`src/hdl/cp15te_pkg.sv`:
```
// Shared types, codes and register tables for the coprocessor trap emulator.
`timescale 1ns / 1ps

package cp15te_pkg;

   // Configuration register indexes
   localparam logic [1:0] CSR_ACTLR  = 2'd0;
   localparam logic [1:0] CSR_L2CTLR = 2'd1;
   localparam logic [1:0] CSR_TGTSEL = 2'd2;

   // Status codes
   localparam logic [2:0] ST_OK    = 3'd0;
   localparam logic [2:0] ST_UNSUP = 3'd1;
   localparam logic [2:0] ST_WR_RO = 3'd2;
   localparam logic [2:0] ST_RD_WO = 3'd3;
   localparam logic [2:0] ST_NOACC = 3'd4;

   // Cache maintenance commands
   localparam logic [1:0] COP_NONE     = 2'd0;
   localparam logic [1:0] COP_CLEAN_INV = 2'd1;
   localparam logic [1:0] COP_CLEAN    = 2'd2;
   localparam logic [1:0] COP_FLUSH_ALL = 2'd3;

   // CRm encodings of the set/way operations
   localparam logic [3:0] CRM_DCISW  = 4'd6;
   localparam logic [3:0] CRM_DCCSW  = 4'd10;
   localparam logic [3:0] CRM_DCCISW = 4'd14;

   localparam int TGT_ENTRIES = 7;
   localparam int GEN_ENTRIES = 34;

   typedef enum logic [2:0] {
      POL_NONE   = 3'd0,
      POL_RAZWI  = 3'd1,
      POL_ACTLR  = 3'd2,
      POL_L2CTLR = 3'd3,
      POL_CBAR   = 3'd4,
      POL_DCSW   = 3'd5
   } pol_type;

   typedef struct packed {
      logic [3:0] crn;
      logic [3:0] crm;
      logic [3:0] op1;
      logic [2:0] op2;
      logic       wide;
      pol_type    pol;
   } entry_type;

   // Decoded access coordinates
   typedef struct packed {
      logic [3:0] crn;
      logic [3:0] crm;
      logic [3:0] op1;
      logic [2:0] op2;
      logic       wide;
   } coord_type;

   // Table lookup outcome
   typedef struct packed {
      logic    found;
      pol_type pol;
   } match_type;

   typedef struct packed {
      logic        kind;
      logic [25:0] syndrome;
      logic [31:0] rt_value;
      logic        same_cpu;
   } req_type;

   typedef struct packed {
      logic        inject_undefined;
      logic [2:0]  status;
      logic        reg_write_valid;
      logic [3:0]  reg_write_index;
      logic [31:0] reg_write_data;
      logic        long_instruction;
      logic [1:0]  cache_op;
      logic [31:0] cache_op_operand;
      logic        mark_other_cpus;
   } rsp_type;

   // Target-specific registers (crn, crm, op1, op2, wide, policy)
   localparam entry_type TGT_TAB [TGT_ENTRIES] = '{
      '{4'd0,  4'd0, 4'd0, 3'd5, 1'b0, POL_NONE},
      '{4'd1,  4'd0, 4'd0, 3'd0, 1'b0, POL_NONE},
      '{4'd1,  4'd0, 4'd0, 3'd1, 1'b0, POL_ACTLR},
      '{4'd1,  4'd0, 4'd0, 3'd2, 1'b0, POL_NONE},
      '{4'd9,  4'd0, 4'd1, 3'd2, 1'b0, POL_L2CTLR},
      '{4'd9,  4'd0, 4'd1, 3'd3, 1'b0, POL_RAZWI},
      '{4'd15, 4'd0, 4'd4, 3'd0, 1'b0, POL_CBAR}
   };

   // Generic registers
   localparam entry_type GEN_TAB [GEN_ENTRIES] = '{
      '{4'd0,  4'd0,  4'd2, 3'd0, 1'b0, POL_NONE},
      '{4'd0,  4'd2,  4'd0, 3'd0, 1'b1, POL_NONE},
      '{4'd0,  4'd2,  4'd1, 3'd0, 1'b1, POL_NONE},
      '{4'd2,  4'd0,  4'd0, 3'd2, 1'b0, POL_NONE},
      '{4'd3,  4'd0,  4'd0, 3'd0, 1'b0, POL_NONE},
      '{4'd5,  4'd0,  4'd0, 3'd0, 1'b0, POL_NONE},
      '{4'd5,  4'd0,  4'd0, 3'd1, 1'b0, POL_NONE},
      '{4'd5,  4'd1,  4'd0, 3'd0, 1'b0, POL_NONE},
      '{4'd5,  4'd1,  4'd0, 3'd1, 1'b0, POL_NONE},
      '{4'd6,  4'd0,  4'd0, 3'd0, 1'b0, POL_NONE},
      '{4'd6,  4'd0,  4'd0, 3'd2, 1'b0, POL_NONE},
      '{4'd7,  4'd6,  4'd0, 3'd2, 1'b0, POL_DCSW},
      '{4'd7,  4'd10, 4'd0, 3'd2, 1'b0, POL_DCSW},
      '{4'd7,  4'd14, 4'd0, 3'd2, 1'b0, POL_DCSW},
      '{4'd9,  4'd12, 4'd0, 3'd0, 1'b0, POL_RAZWI},
      '{4'd9,  4'd12, 4'd0, 3'd1, 1'b0, POL_RAZWI},
      '{4'd9,  4'd12, 4'd0, 3'd2, 1'b0, POL_RAZWI},
      '{4'd9,  4'd12, 4'd0, 3'd3, 1'b0, POL_RAZWI},
      '{4'd9,  4'd12, 4'd0, 3'd5, 1'b0, POL_RAZWI},
      '{4'd9,  4'd12, 4'd0, 3'd6, 1'b0, POL_RAZWI},
      '{4'd9,  4'd12, 4'd0, 3'd7, 1'b0, POL_RAZWI},
      '{4'd9,  4'd13, 4'd0, 3'd0, 1'b0, POL_RAZWI},
      '{4'd9,  4'd13, 4'd0, 3'd1, 1'b0, POL_RAZWI},
      '{4'd9,  4'd13, 4'd0, 3'd2, 1'b0, POL_RAZWI},
      '{4'd9,  4'd14, 4'd0, 3'd0, 1'b0, POL_RAZWI},
      '{4'd9,  4'd14, 4'd0, 3'd1, 1'b0, POL_RAZWI},
      '{4'd9,  4'd14, 4'd0, 3'd2, 1'b0, POL_RAZWI},
      '{4'd10, 4'd2,  4'd0, 3'd0, 1'b0, POL_NONE},
      '{4'd10, 4'd2,  4'd0, 3'd1, 1'b0, POL_NONE},
      '{4'd12, 4'd0,  4'd0, 3'd0, 1'b0, POL_NONE},
      '{4'd13, 4'd0,  4'd0, 3'd1, 1'b0, POL_NONE},
      '{4'd13, 4'd0,  4'd0, 3'd2, 1'b0, POL_NONE},
      '{4'd13, 4'd0,  4'd0, 3'd3, 1'b0, POL_NONE},
      '{4'd13, 4'd0,  4'd0, 3'd4, 1'b0, POL_NONE}
   };

endpackage

```
`src/hdl/cp15te_lookup.sv`:
```
// Syndrome field decode and register table match.
`timescale 1ns / 1ps

module cp15te_lookup
   import cp15te_pkg::*;
(
   input  req_type   req,
   input  logic      target_is_a15,
   output match_type match
);

   coord_type coord;
   match_type tgt_match;
   match_type gen_match;

   // Field decode; wide accesses carry a 4-bit Op1 and no CRn/Op2
   always_comb begin
      coord.wide = req.kind;
      coord.crm  = req.syndrome[4:1];
      if (req.kind) begin
         coord.crn = 4'd0;
         coord.op1 = req.syndrome[19:16];
         coord.op2 = 3'd0;
      end else begin
         coord.crn = req.syndrome[13:10];
         coord.op1 = {1'b0, req.syndrome[16:14]};
         coord.op2 = req.syndrome[19:17];
      end
   end

   // Parallel compares; scan from the end so the first hit wins
   always_comb begin
      tgt_match = '{found: 1'b0, pol: POL_NONE};
      for (int i = TGT_ENTRIES - 1; i >= 0; i--) begin
         if (TGT_TAB[i].wide == coord.wide && TGT_TAB[i].crn == coord.crn &&
             TGT_TAB[i].crm == coord.crm && TGT_TAB[i].op1 == coord.op1 &&
             TGT_TAB[i].op2 == coord.op2) begin
            tgt_match = '{found: 1'b1, pol: TGT_TAB[i].pol};
         end
      end
   end

   always_comb begin
      gen_match = '{found: 1'b0, pol: POL_NONE};
      for (int i = GEN_ENTRIES - 1; i >= 0; i--) begin
         if (GEN_TAB[i].wide == coord.wide && GEN_TAB[i].crn == coord.crn &&
             GEN_TAB[i].crm == coord.crm && GEN_TAB[i].op1 == coord.op1 &&
             GEN_TAB[i].op2 == coord.op2) begin
            gen_match = '{found: 1'b1, pol: GEN_TAB[i].pol};
         end
      end
   end

   // Target table has priority when enabled
   assign match = (target_is_a15 && tgt_match.found) ? tgt_match : gen_match;

endmodule

```
`src/hdl/cp15te_policy.sv`:
```
// Applies the matched register policy and forms the result beat.
`timescale 1ns / 1ps

module cp15te_policy
   import cp15te_pkg::*;
(
   input  req_type     req,
   input  match_type   match,
   input  logic [31:0] actlr_value,
   input  logic [31:0] l2ctlr_value,
   output rsp_type     rsp
);

   logic        wr_access;
   logic        undef;
   logic [2:0]  status;
   logic        wv;
   logic [31:0] wdata;
   logic [1:0]  cop;
   logic [31:0] copnd;
   logic        mark;

   assign wr_access = ~req.syndrome[0];

   always_comb begin
      undef  = 1'b1;
      status = ST_UNSUP;
      wv     = 1'b0;
      wdata  = 32'd0;
      cop    = COP_NONE;
      copnd  = 32'd0;
      mark   = 1'b0;
      if (match.found) begin
         undef  = 1'b0;
         status = ST_OK;
         case (match.pol)
            POL_RAZWI: begin
               wv = ~wr_access;
            end
            POL_ACTLR: begin
               wv    = ~wr_access;
               wdata = actlr_value;
            end
            POL_L2CTLR: begin
               wv    = ~wr_access;
               wdata = l2ctlr_value;
            end
            POL_CBAR: begin
               if (wr_access) begin
                  undef  = 1'b1;
                  status = ST_WR_RO;
               end else begin
                  wv = 1'b1;
               end
            end
            POL_DCSW: begin
               if (!wr_access) begin
                  undef  = 1'b1;
                  status = ST_RD_WO;
               end else begin
                  mark = 1'b1;
                  // off-cpu set/way cannot be replayed: flush everything
                  if (!req.same_cpu) begin
                     cop = COP_FLUSH_ALL;
                  end else if (req.syndrome[4:1] == CRM_DCISW ||
                               req.syndrome[4:1] == CRM_DCCISW) begin
                     cop   = COP_CLEAN_INV;
                     copnd = req.rt_value;
                  end else if (req.syndrome[4:1] == CRM_DCCSW) begin
                     cop   = COP_CLEAN;
                     copnd = req.rt_value;
                  end
               end
            end
            default: begin
               undef  = 1'b1;
               status = ST_NOACC;
            end
         endcase
      end
   end

   // Result assembly; write-back fields zero unless a write-back happens
   always_comb begin
      rsp.inject_undefined = undef;
      rsp.status           = status;
      rsp.reg_write_valid  = wv;
      rsp.reg_write_index  = wv ? req.syndrome[8:5] : 4'd0;
      rsp.reg_write_data   = wv ? wdata : 32'd0;
      rsp.long_instruction = req.syndrome[25];
      rsp.cache_op         = cop;
      rsp.cache_op_operand = copnd;
      rsp.mark_other_cpus  = mark;
   end

endmodule

```
`src/hdl/cp15_trap_emulator.sv`:
```
// Top level of the trapped coprocessor access emulator.
`timescale 1ns / 1ps
//
//  Channel  Prefix  Direction  Payload
//  -------  ------  ---------  ----------------------------------------
//  trap     req_    in         req_type: kind, syndrome, rt_value, same_cpu
//  result   rsp_    out        rsp_type: one beat per trap
//  config   csr_    in         write enable, 2-bit index, 32-bit data
//
//  Two register stages: input register, then table lookup and policy logic
//  into the result register. One trap per cycle while req_stall is low.
//  Synchronous reset clears the valid flags and config registers
//  (target table enabled). A held rsp_stall stalls the output register and,
//  once the input register is also full, raises req_stall the same cycle.

module cp15_trap_emulator
   import cp15te_pkg::*;
(
   input  logic        clock,
   input  logic        reset,

   input  logic        req_valid,
   output logic        req_stall,
   input  req_type     req_data,

   output logic        rsp_valid,
   input  logic        rsp_stall,
   output rsp_type     rsp_data,

   input  logic        csr_wen,
   input  logic [1:0]  csr_index,
   input  logic [31:0] csr_wdata
);

   logic [31:0] actlr_value_ff;
   logic [31:0] l2ctlr_value_ff;
   logic        tgt_sel_ff;

   logic        in_valid_ff;
   logic        in_valid_in;
   req_type     in_data_ff;
   logic        out_valid_ff;
   logic        out_valid_in;
   rsp_type     out_data_ff;

   logic        out_free;
   logic        req_take;
   match_type   match;
   rsp_type     rsp_next;

   // Config registers
   always_ff @(posedge clock) begin
      if (reset) begin
         actlr_value_ff  <= 32'd0;
         l2ctlr_value_ff <= 32'd0;
         tgt_sel_ff      <= 1'b1;
      end else if (csr_wen) begin
         case (csr_index)
            CSR_ACTLR:  actlr_value_ff  <= csr_wdata;
            CSR_L2CTLR: l2ctlr_value_ff <= csr_wdata;
            CSR_TGTSEL: tgt_sel_ff      <= csr_wdata[0];
            default: ;
         endcase
      end
   end

   // Pipeline flow control
   assign out_free     = ~out_valid_ff | ~rsp_stall;
   assign req_stall    = in_valid_ff & ~out_free;
   assign req_take     = req_valid & ~req_stall;
   assign in_valid_in  = req_take | (in_valid_ff & ~out_free);
   assign out_valid_in = out_free ? in_valid_ff : out_valid_ff;

   // Input register
   always_ff @(posedge clock) begin
      if (reset) begin
         in_valid_ff <= 1'b0;
      end else begin
         in_valid_ff <= in_valid_in;
      end
   end

   always_ff @(posedge clock) begin
      if (req_take) begin
         in_data_ff <= req_data;
      end
   end

   cp15te_lookup u_lookup (
      .req           (in_data_ff),
      .target_is_a15 (tgt_sel_ff),
      .match         (match)
   );

   cp15te_policy u_policy (
      .req          (in_data_ff),
      .match        (match),
      .actlr_value  (actlr_value_ff),
      .l2ctlr_value (l2ctlr_value_ff),
      .rsp          (rsp_next)
   );

   // Result register
   always_ff @(posedge clock) begin
      if (reset) begin
         out_valid_ff <= 1'b0;
      end else begin
         out_valid_ff <= out_valid_in;
      end
   end

   always_ff @(posedge clock) begin
      if (out_free && in_valid_ff) begin
         out_data_ff <= rsp_next;
      end
   end

   assign rsp_valid = out_valid_ff;
   assign rsp_data  = out_data_ff;

endmodule
```
`config.mk`:
```
export PLATFORM = sky130hd
export DESIGN_NAME = cp15_trap_emulator
export DESIGN_NICKNAME = d
export VERILOG_FILES = /design/src/hdl/cp15te_pkg.sv /design/src/hdl/cp15te_lookup.sv /design/src/hdl/cp15te_policy.sv /design/src/hdl/cp15_trap_emulator.sv
export SDC_FILE = /design/constraint.sdc
export NUM_CORES = 1
export LEC_CHECK = 0
export BUFFER_PORTS_ARGS = -buffer_cell sky130_fd_sc_hd__buf_2
export CORE_UTILIZATION = 48
export CTS_CLUSTER_DIAMETER = 200
export DETAILED_ROUTE_END_ITERATION = 16
export GPL_TIMING_DRIVEN = 0
export PLACE_DENSITY = 0.73
export SETUP_SLACK_MARGIN = 0.1
export SYNTH_ARGS = -nofsm -noshare
export SYNTH_HDL_FRONTEND = slang
export SYNTH_SLANG_ARGS = --single-unit
```
`constraint.sdc`:
```
create_clock -name clock -period 6.1 [get_ports clock]
set_input_delay 0.305 -clock clock [delete_from_list [all_inputs] [get_ports clock]]
set_output_delay 0.305 -clock clock [all_outputs]
set_load 0.05 [all_outputs]
```
==> qor.yml, run 1 <==
run_status:
  outcome: "finished clean"
floorplanning:
  die-area_um2: 16300
  fp.coreArea_um2: 15300
  initial_core_util_pct: 49.6
  ios: 178
  die_w_um: 128
  num_rows: 45
  die_h_um: 128
clock_network:
  clock-sinks: 198
  root_buffer: "clkbuf_16"
  cts_tree: "yes"
  cts_buffers: 17
  clock_path_buffers: 2
  cts_hold_buf: 0
  clkTransAtPathRegs_ns: 0.07
  cts_setup_buffers: 0
  cts_resized: 0
  h-tree-depth: 4
  clk_latency_ns: 0.42
flow_run:
  max-cap-violations: 0
sta:
  finalClockSkew_ns: 0.00929
  tns_ns: 0
  setup_viol: 0
  fin_crit_ns: 2.89
  period_share_pct: 47.4
  final_max_slew_viol_count: 0
  max_freq_ghz: 0.346
  worstMarginPinSlew_ns: 0.891
  fin_ws_ns: 3.21
  slew_headroom_pct: 40.0
  rsz0062_at_grt: "false"
  finalHoldViolations: 0
route:
  route.detailed.drc: 0
  routedWlPerCell_um: 16.0
  final_antenna_net_count: 0
  viasPerCell: 5.18
  first_iter_violations: 361
  num_vias: 5456
  drt_wl_total_um: 16800
  drt-pass1-iter-count: 4
placed_design:
  gp_congestion: 0.842
  port_buffers: 170
  place_hpwl_um: 12100
  place_ws_ns: 3.26
synthesis:
  syn_avg_cell_area_um2: 12.0
  synth_area_um2: 7600
  synth_cells: 634
  synth.most_common_cell: "nand2_1"
  ys_seq_area_share_pct: 69.4
  synth_top_area_share_pct: 51.8
  synthArstFlopShare_pct: 0
  synth-edff-count: 131
  yosys_warnings: 0
  syn_nets: 733
  synth_top_cell_by_area: "edfxtp_1"
  synth.area.top_cells: "edfxtp_1 52%, dfxtp_1 18%, nand2_1 6.9%"
  synth-seq-cells: 198
  synthDistinctLibCells: 47
  synth_commonest_cells: "140 x nand2_1, 131 x edfxtp_1, 69 x a21oi_1"
  ys.flop_type: "edfxtp_1"
setup_path:
  worstSetupPathType: "flip-flop to flip-flop"
  critPathRequiredTime_ns: 6.37
  cp.arrival_ns: 3.16
  critPathCaptureType: "flip-flop"
  crit_fanout: 10
  start_kind: "flip-flop"
layout:
  drive_gt1_share_pct: 26.0
  area_growth_pct: 24.3
  fin_nets: 926
global_routing:
  gr-total-overflow: 0
  grt_pass1_wl_um: 26000
  first_global_vias: 5298
  antenna_found_initial: 1
  grt_use_total_pct: 20.9
  grt_max_degree: 36
power_and_ir_drop:
  peakVddDrop_uv: 196
  cellLeakagePower_uw: 0.00375
  power_density_nw_per_um2: 306
worst_hold_path:
  hold_class: "input pin to flip-flop"
==> through the flow <==
step	cell area [um2]	instances	util [%]	hold WS [ns]	power, uW
6_report	9450	1053	61.7	0.0509	2890
2_1_floorplan	7600	634	-	0.400	1670
4_1_cts	9440	1051	61.6	0.0290	2910
3_3_place_gp	8710	1015	56.9	0.413	1750
5_1_grt	9440	1051	61.6	0.0286	2980
3_5_place_dp	8830	1019	57.6	0.415	1760
==> cell families after synthesis <==
logic type,synth area share [%]
AND/OR/NAND/NOR,16.9
flip-flops,69.4
AO/OA/AOI/OAI,6.42
buffers and inverters,2.50
multiplexers,4.61
XOR/XNOR,0.115
==> report_power, final <==
group	total (uW)	switching, uW	leakage [uW]	internal [uW]
registers	1510	23.7	0.00179	1480
clock network	1160	474	0.000294	685
logic	222	156	0.00167	66.5
==> routing by layer <==
layer  track usage, %  routed length, um  vias up  share of wire (%)
li1                 -                  -     2615                  -
met1             24.7               6730     2615                 40
met2             34.8               8350      204                 50
met3             7.55               1540       22                9.1
met4             8.03                197        0                1.2
met5                0                  0        -                  0
==> final timing paths <==
check | slack (ns) | depth (start not counted) | from | endpoint
setup / recovery | 3.21 | 6 | in_data_ff[37]$_DFFE_PP_ | rsp_data[61]$_SDFFCE_PN0P_
hold / removal | 0.05 | 1 | req_data[1] | in_data_ff[1]$_DFFE_PP_
setup reg to reg | 3.21 | 6 | in_data_ff[37]$_DFFE_PP_ | rsp_data[61]$_SDFFCE_PN0P_
hold reg to reg | 0.43 | 0 | in_data_ff[58]$_DFFE_PP_ | rsp_data[35]$_DFFE_PP_
==> registers in the layout (all words and copies together) (netlist names) <==
register         cells
l2ctlr_value_ff     32
tgt_sel_ff           1
in_data_ff          54
rsp_valid            1
in_valid_ff          1
actlr_value_ff      32
rsp_data            77
==> worst max-delay path, stage by stage (launching register included) <==
cell and delay (ns):
edfxtp_1 0.46, nor4_1 0.81, nand4_1 0.22, and4bb_1 0.37
o211ai_1 0.30, clkbuf_1 0.34, nor2_1 0.22
==> placed cells by master, fill, tap and decap left out, drive strengths merged, types with 2 or more instances in the layout <==
| cell type | count |
|---|---|
| a21oi | 69 |
| a221oi | 2 |
| and2 | 33 |
| and3 | 6 |
| and3b | 3 |
| buf | 183 |
| bufinv | 4 |
| clkbuf | 46 |
| clkinv | 6 |
| clkinvlp | 2 |
| dfxtp | 67 |
| diode | 2 |
| edfxtp | 131 |
| inv | 5 |
| mux2i | 35 |
| nand2 | 140 |
| nand2b | 3 |
| nand3 | 6 |
| nand3b | 5 |
| nand4 | 5 |
| nor2 | 46 |
| nor2b | 4 |
| nor3 | 8 |
| nor3b | 2 |
| nor4 | 3 |
| nor4b | 2 |
| o211ai | 2 |
| o21ai | 3 |
| o22ai | 2 |
==> cell type report <==
cell class	count	area, um2
Antenna cell	2	5.00
Buffer	36	175
Clock buffer	19	433
Clock inverter	13	179
Fill cell	1229	5870
Inverter	4	15.0
Multi-Input combinational cell	396	2150
Sequential cell	198	5280
Tap cell	211	264
Timing Repair Buffer	174	946
No activity file was read; power rests on OpenSTA's default activity.
==> run 2, diff against run 1 <==
Settings changed: ABC_AREA set to 1, CORE_UTILIZATION 48 to 49, PLACE_DENSITY 0.73 to 0.74.
Clock period 6.1 ns to 2.4 ns, I/O delays scaled along.
==> run 2 against run 1 <==
Via count up 18%. Largest power group unchanged. Critical path type unchanged. Highest routed layer unchanged. Power up 150%. Register-to-register slack worse by 3.1 ns. Worst setup slack worse by 3.1 ns. Critical endpoint is now rsp_data[42]$_SDFFCE_PN0P_.
==> qor.yml, run 2 <==
run_status:
  outcome: "finished clean"  # unchanged
floorplanning:
  fp.coreArea_um2: 15900  # was 15300 um2
  die_h_um: 130  # was 128 um
  num_rows: 46  # was 45
  ios: 178  # unchanged
  die-area_um2: 16800  # was 16300 um2
  initial_core_util_pct: 50.3  # was 49.6%
  die_w_um: 130  # was 128 um
route:
  num_vias: 6420  # was 5456
  first_iter_violations: 403  # was 361
  final_antenna_net_count: 0  # unchanged
  drt_wl_total_um: 18100  # was 16800 um
  route.detailed.drc: 0  # unchanged
  routedWlPerCell_um: 13.6  # was 16.0 um
  viasPerCell: 4.81  # was 5.18
  drt-pass1-iter-count: 6  # was 4
clock_network:
  h-tree-depth: 4  # unchanged
  root_buffer: "clkbuf_16"  # unchanged
  clkTransAtPathRegs_ns: 0.07  # about the same
  clock-sinks: 198  # unchanged
  clk_latency_ns: 0.43  # was 0.42 ns
  cts_buffers: 17  # unchanged
  clock_path_buffers: 2  # unchanged
  cts_tree: "yes"  # unchanged
synthesis:
  synth_commonest_cells: "163 x nor2_1, 131 x edfxtp_1, 105 x inv_1"  # was 140 x nand2_1, 131 x edfxtp_1, 69 x a21oi_1
  synthDistinctLibCells: 26  # was 47
  synth.most_common_cell: "nor2_1"  # was nand2_1
  synth.area.top_cells: "edfxtp_1 49%, dfxtp_1 17%, nor2_1 7.7%"  # was edfxtp_1 52%, dfxtp_1 18%, nand2_1 6.9%
  synth_area_um2: 8000  # was 7600 um2
  ys.flop_type: "edfxtp_1"  # unchanged
  syn_nets: 913  # was 733
  syn_avg_cell_area_um2: 9.82  # was 12.0 um2
  synth-edff-count: 131  # unchanged
  synth_cells: 814  # was 634
  synth_top_cell_by_area: "edfxtp_1"  # unchanged
  yosys_warnings: 0  # unchanged
  synth_top_area_share_pct: 49.2  # was 51.8%
  synth-seq-cells: 198  # unchanged
  synthArstFlopShare_pct: 0  # unchanged
  ys_seq_area_share_pct: 66.0  # was 69.4%
worst_hold_path:
  hold_class: "input pin to flip-flop"  # unchanged
  hold_depth: 3  # was 1
power_and_ir_drop:
  intPower_uw: 5400  # was 2240 uW
  power_uw: 7160  # was 2890 uW
  peakVddDrop_uv: 452  # was 196 uV
  combPwrFrac_pct: 9.6  # was 7.7%
  seq_power_share_pct: 53.5  # was 52.2%
  switching_share_pct: 24.6  # was 22.6%
  clock_power_share_pct: 36.9  # was 40.1%
  power_density_nw_per_um2: 656  # was 306 nW/um2
  p_sw_uw: 1760  # was 654 uW
  cellLeakagePower_uw: 0.00433  # was 0.00375 uW
sta:
  rsz0062_at_grt: "true"  # was false
  final_max_slew_viol_count: 0  # unchanged
  period_share_pct: 97.1  # was 47.4%
  timing.hold.ws_ns: 0.0164  # was 0.0509 ns
  fin_crit_ns: 2.33  # was 2.89 ns
  finalClockSkew_ns: 0.0112  # was 0.00929 ns
  fin_ws_ns: 0.0707  # was 3.21 ns
  tns_ns: 0  # unchanged
  setup_viol: 0  # unchanged
  worstMarginPinSlew_ns: 0.917  # was 0.891 ns
  slew_headroom_pct: 38.8  # was 40.0%
  max_freq_ghz: 0.429  # was 0.346 GHz
  finalHoldViolations: 0  # unchanged
layout:
  fin_nets: 1204  # was 926
  final_util_pct: 68.7  # was 61.7%
  n_antenna_cell: 0  # was 2
  area_growth_pct: 36.5  # was 24.3%
  drive_gt1_share_pct: 26.8  # was 26.0%
  largest_reg_flops: 77  # unchanged
  final_common_cell: "buf_2"  # unchanged
  layout_common_cells: "171 x buf_2, 151 x nor2_1, 131 x edfxtp_1"  # was 174 x buf_2, 140 x nand2_1, 131 x edfxtp_1
setup_path:
  start_kind: "flip-flop"  # unchanged
  ff2ff_setup_slack_ns: 0.07  # was 3.21 ns
  timing.rr.start: "in_data_ff[59]$_DFFE_PP_"  # was in_data_ff[37]$_DFFE_PP_
  reg2reg_to: "rsp_data[42]$_SDFFCE_PN0P_"  # was rsp_data[61]$_SDFFCE_PN0P_
  r2r.worst_path.cells: 14  # was 6
  critPathCaptureType: "flip-flop"  # unchanged
  worstSetupEndpoint: "rsp_data[42]$_SDFFCE_PN0P_"  # was rsp_data[61]$_SDFFCE_PN0P_
  critPathRequiredTime_ns: 2.58  # was 6.37 ns
  cp.arrival_ns: 2.51  # was 3.16 ns
  worstSetupPathType: "flip-flop to flip-flop"  # unchanged
  setup.worst_path.start: "in_data_ff[59]$_DFFE_PP_"  # was in_data_ff[37]$_DFFE_PP_
  crit_fanout: 10  # unchanged
flow_run:
  max-cap-violations: 0  # unchanged
placed_design:
  place_hpwl_um: 12000  # was 12100 um
  port_buffers: 171  # was 170
  place_ws_ns: -0.189  # was 3.26 ns
  gp_congestion: 0.880  # was 0.842
global_routing:
  grt_pass1_wl_um: 27900  # was 26000 um
  first_global_vias: 6037  # was 5298
  grt_max_degree: 47  # was 36
  antenna_found_initial: 0  # was 1
  gr-total-overflow: 0  # unchanged
  grt_use_total_pct: 21.8  # was 20.9%
[run 2: cell types whose count changed after synthesis, moves of 15 or more]
cell / delta
nor2_1: +117
inv_1: +102
o21ai_0: +71
nand2_1: -56
mux2i_1: -35
and2_1: -33
nor2_2: +31
nand3_1: +15
[run 2: what timing repair did]
action                     4_1_cts  5_1_grt
setup buffers                    7        5
pin swaps                        7        4
setup endpoints to repair       64       69
hold buffers                    85        0
gates resized for setup         34       24
cloned                           0        1
hold endpoints to repair       103        0
[run 2: layout make-up]
| cell class | instances | area, um2 |
|---|---|---|
| sequential | 198 | 5280 |
| clock inverter | 14 | 123 |
| fill | 1236 | 4970 |
| buffer | 35 | 259 |
| tap | 216 | 270 |
| inverter | 111 | 419 |
| multi-input combinational | 470 | 2240 |
| clock buffer | 18 | 429 |
| timing repair buffer | 272 | 1900 |
[run 2: how the worst min path moves through the flow]
stage | startpoint | end | slack, ns
after floorplan | reset | rsp_valid$_SDFFE_PP0N_ | 0.19
after global placement | req_data[52] | in_data_ff[52]$_DFFE_PP_ | 0.30
after detailed placement | req_data[52] | in_data_ff[52]$_DFFE_PP_ | 0.30
after CTS | csr_wdata[11] | l2ctlr_value_ff[11]$_SDFFE_PP0P_ | 0.0007
after global routing | csr_wdata[11] | l2ctlr_value_ff[11]$_SDFFE_PP0P_ | 0.02
final | csr_wdata[11] | l2ctlr_value_ff[11]$_SDFFE_PP0P_ | 0.02
[run 2: through the flow]
step	area, um2	cells
after floorplan	8010	814
after global placement	9130	1201
after detailed placement	9200	1204
after CTS	10800	1328
after global routing	10900	1334
final	10900	1334
[run 2: kinds of logic after synthesis]
kind of cell | Yosys count | synth area share, %
flip-flops | 198 | 66.0
buffers and inverters | 146 | 7.32
AO/OA/AOI/OAI | 149 | 9.44
AND/OR/NAND/NOR | 321 | 17.3
[run 2: critical path, stage by stage, from the launching register on]
cell,delay (ns)
edfxtp_1,0.44
buf_6,0.18
nand2_2,0.08
nand3_4,0.11
nor2_4,0.19
nand4_1,0.12
buf_4,0.18
nand2_1,0.05
nor2_1,0.05
nand4_1,0.10
buf_6,0.14
buf_6,0.15
nor2_1,0.05
nor2_1,0.16
nor2_2,0.06
[run 2: power by group through the flow]
stage	sequential, uW	clock (uW)	combinational [uW]
after detailed placement	3900	0	553
after global routing	3840	2800	749
after global placement	3900	0	530
after CTS	3830	2690	674
after floorplan	4020	0	227
final	3830	2640	687
[run 2: routing by layer]
| metal | share of wire (%) | GRT usage (%) | vias up |
|---|---|---|---|
| met5 | 0 | 0 | - |
| met4 | 2.8 | 10.3 | 0 |
| met3 | 4.8 | 4.14 | 35 |
| met2 | 49 | 37.5 | 212 |
| met1 | 43 | 26.5 | 2941 |
| li1 | - | - | 3232 |
==> run 3, diff against run 2 <==
Settings changed: CORE_UTILIZATION 49 to 50, SYNTH_HIERARCHICAL set to 1.
==> run 3 against run 2 <==
Die area rose by 11%. Register-to-register slack got worse by 0.39 ns. Count of clock-buffer cells in the layout fell by 1. Largest power group unchanged. Non-clock buffer count rose by 52. Synthesized cell count rose by 29%. Sequential power barely moved. Critical path type unchanged. Clock power rose by 5%. The flow now finishes with violations (negative setup slack). Cell area rose by 16%. Global-route usage rose by 2.3 points. Maximum frequency fell by 14%. Combinational power rose by 32%.
==> qor.yml, run 3 <==
setup_path:
  slowest_stage: "edfxtp_1"  # unchanged
  critPathCaptureType: "flip-flop"  # unchanged
  r2r.worst_path.cells: 20  # was 14
  crit_fanout: 6  # was 10
  timing.rr.start: "in_data_ff[59]$_DFFE_PP_"  # unchanged
  critPathRequiredTime_ns: 2.60  # was 2.58 ns
  reg2reg_to: "rsp_data[58]$_DFFE_PP_"  # was rsp_data[42]$_SDFFCE_PN0P_
  crit_chain: "buf_6, buf_6, nand2_4, nand2_4, nand2_4, nor2_4, buf_4, nand3_2, nand2_4, nor2_2, nand2_2, nand2_4, nor3_4, buf_4, nor2_2, nand2_2, nand2_4, nand2_8, clkbuf_16, nor2_1"  # was buf_6, nand2_2, nand3_4, nor2_4, nand4_1, buf_4, nand2_1, nor2_1, nand4_1, buf_6, buf_6, nor2_1, nor2_1, nor2_2
  ff2ff_setup_slack_ns: -0.32  # was 0.07 ns
  start_kind: "flip-flop"  # unchanged
  worstSetupPathType: "flip-flop to flip-flop"  # unchanged
  cp.arrival_ns: 2.92  # was 2.51 ns
  cpPeakStageDelay_ns: 0.52  # was 0.44 ns
  path_common_cell: "nand2_4"
layout:
  n_fill_cell: 1311  # was 1236
  layout_common_cells: "233 x nor2_1, 184 x buf_2, 169 x inv_1"  # was 171 x buf_2, 151 x nor2_1, 131 x edfxtp_1
  drive_gt1_share_pct: 29.3  # was 26.8%
  final_common_cell: "nor2_1"  # was buf_2
  largest_reg_flops: 77  # unchanged
  n_antenna_cell: 0  # unchanged
  area_growth_pct: 39.7  # was 36.5%
  layout.cells.non_filler: 1609  # was 1334
  fin_nets: 1470  # was 1204
route:
  num_vias: 7779  # was 6420
  viasPerCell: 4.83  # was 4.81
  drt_wl_total_um: 23400  # was 18100 um
  routedWlPerCell_um: 14.5  # was 13.6 um
  drt-pass1-iter-count: 5  # was 6
  route.detailed.drc: 0  # unchanged
  final_antenna_net_count: 0  # unchanged
  first_iter_violations: 497  # was 403
worst_hold_path:
  worstHoldEndpoint: "tgt_sel_ff$_SDFFE_PP1P_"  # was l2ctlr_value_ff[11]$_SDFFE_PP0P_
  worstHoldStart: "csr_index[1]"  # was csr_wdata[11]
  hold_depth: 3  # unchanged
  hold_class: "input pin to flip-flop"  # unchanged
global_routing:
  grt_use_total_pct: 24.1  # was 21.8%
  first_global_vias: 7367  # was 6037
  gr-total-overflow: 0  # unchanged
  use_met2_pct: 43.8  # was 37.5%
  grtUsageMet3_pct: 4.22  # was 4.14%
  busiest_layer: "met2"  # unchanged
  antenna_found_initial: 0  # unchanged
  grtUsageMet1_pct: 28.2  # was 26.5%
  grt_max_degree: 37  # was 47
  grt_pass1_wl_um: 34700  # was 27900 um
run_status:
  outcome: "finished, violations left"  # was finished clean
  violations: "negative setup slack"
placed_design:
  gp_congestion: 0.836  # was 0.880
  port_buffers: 171  # unchanged
  place_hpwl_um: 14100  # was 12000 um
  place_ws_ns: -0.434  # was -0.189 ns
  place_inst: 1445  # was 1204
sta:
  worstMarginPinSlew_ns: 0.498  # was 0.917 ns
  period_share_pct: 113  # was 97.1%
  fin_ws_ns: -0.316  # was 0.0707 ns
  slew_headroom_pct: 66.8  # was 38.8%
  setup_viol: 76  # was 0
  finalHoldViolations: 0  # unchanged
  rsz0062_at_grt: "true"  # unchanged
  final_max_slew_viol_count: 0  # unchanged
  finalClockSkew_ns: 0.00953  # was 0.0112 ns
  max_freq_ghz: 0.368  # was 0.429 GHz
  fin_crit_ns: 2.72  # was 2.33 ns
floorplanning:
  die_h_um: 137  # was 130 um
  initial_core_util_pct: 51.8  # was 50.3%
  ios: 178  # unchanged
  die_w_um: 137  # was 130 um
  die-area_um2: 18700  # was 16800 um2
  num_rows: 48  # was 46
  fp.coreArea_um2: 17500  # was 15900 um2
clock_network:
  root_buffer: "clkbuf_16"  # unchanged
  clock-sinks: 198  # unchanged
  h-tree-depth: 4  # unchanged
  clock_path_buffers: 2  # unchanged
  clk_latency_ns: 0.44  # was 0.43 ns
  cts_buffers: 17  # unchanged
  clkTransAtPathRegs_ns: 0.07  # about the same
  cts_tree: "yes"  # unchanged
synthesis:
  syn_avg_cell_area_um2: 8.66  # was 9.82 um2
  syn_nets: 1145  # was 913
  synth_cells: 1046  # was 814
  synth_area_um2: 9050  # was 8000 um2
  yosys_warnings: 6  # was 0
power_and_ir_drop:
  power_density_nw_per_um2: 596  # was 656 nW/um2
  cellLeakagePower_uw: 0.00542  # was 0.00433 uW
  peakVddDrop_uv: 524  # was 452 uV
flow_run:
  max-cap-violations: 0  # unchanged
==> run 3: stage by stage <==
step / power (uW) / hold slack, ns / instance area, um2 / util (%) / TNS [ns]
6_report: 7540 / 0.0328 / 12600 / 72.4 / -21.20
3_3_place_gp: 4630 / 0.297 / 10200 / 58.5 / -28.12
5_1_grt: 7780 / 0.0395 / 12600 / 72.4 / -32.69
2_1_floorplan: 4420 / 0.189 / 9090 / - / -0.0395
4_1_cts: 7530 / 0.0165 / 12200 / 70.0 / -15.53
3_5_place_dp: 4660 / 0.298 / 10300 / 58.9 / -21.90
==> run 3: layer usage <==
layer  part of all wire (%)  up-vias
met5                      0        -
met4                    1.6        0
met3                    5.6       30
met2                     52      249
met1                     40     3579
li1                       -     3921
==> run 3: worst max path at each step <==
stage,from,endpoint,depth (start not counted)
floorplan,in_data_ff[59]$_DFFE_PP_,rsp_data[72]$_DFFE_PP_,19
CTS,in_data_ff[59]$_DFFE_PP_,rsp_data[55]$_DFFE_PP_,19
finish,in_data_ff[59]$_DFFE_PP_,rsp_data[58]$_DFFE_PP_,20
global route,in_data_ff[59]$_DFFE_PP_,rsp_data[61]$_DFFE_PP_,17
detailed placement,in_data_ff[36]$_DFFE_PP_,rsp_data[60]$_DFFE_PP_,17
global placement,in_data_ff[36]$_DFFE_PP_,rsp_data[48]$_DFFE_PP_,17
==> run 3: report_power, final <==
group / leakage (uW) / internal (uW) / switching, uW
Combinational: 0.00332 / 336 / 570
Sequential: 0.00183 / 3790 / 68.3
Clock: 0.000265 / 1450 / 1330
==> run 3: cell type report <==
| type | instances | area, um2 | share of cell area, % |
|---|---|---|---|
| Buffer | 53 | 399 | 3.16 |
| Clock buffer | 17 | 425 | 3.36 |
| Clock inverter | 15 | 143 | 1.13 |
| Inverter | 178 | 671 | 5.30 |
| Multi-Input combinational cell | 616 | 3200 | 25.3 |
| Sequential cell | 198 | 5280 | 41.7 |
| Tap cell | 225 | 282 | 2.23 |
| Timing Repair Buffer | 306 | 2240 | 17.7 |
| Timing Repair inverter | 1 | 7.51 | 0.0594 |
==> run 3: what timing repair did <==
item / CTS / global route
hold buffers: 89 / 0
pin swaps: 44 / 37
setup endpoints to repair: 76 / 76
resized for setup: 72 / 80
setup buffers: 25 / 11
gates cloned: 7 / 4
hold endpoints to repair: 89 / 0
==> run 3: worst max-delay path, delay by kind of cell, from the launching register on <==
kind	cells	cell delay, ns
DFF	1	0.52
buffers and inverters	5	0.69
and+or+nand+nor	15	1.26
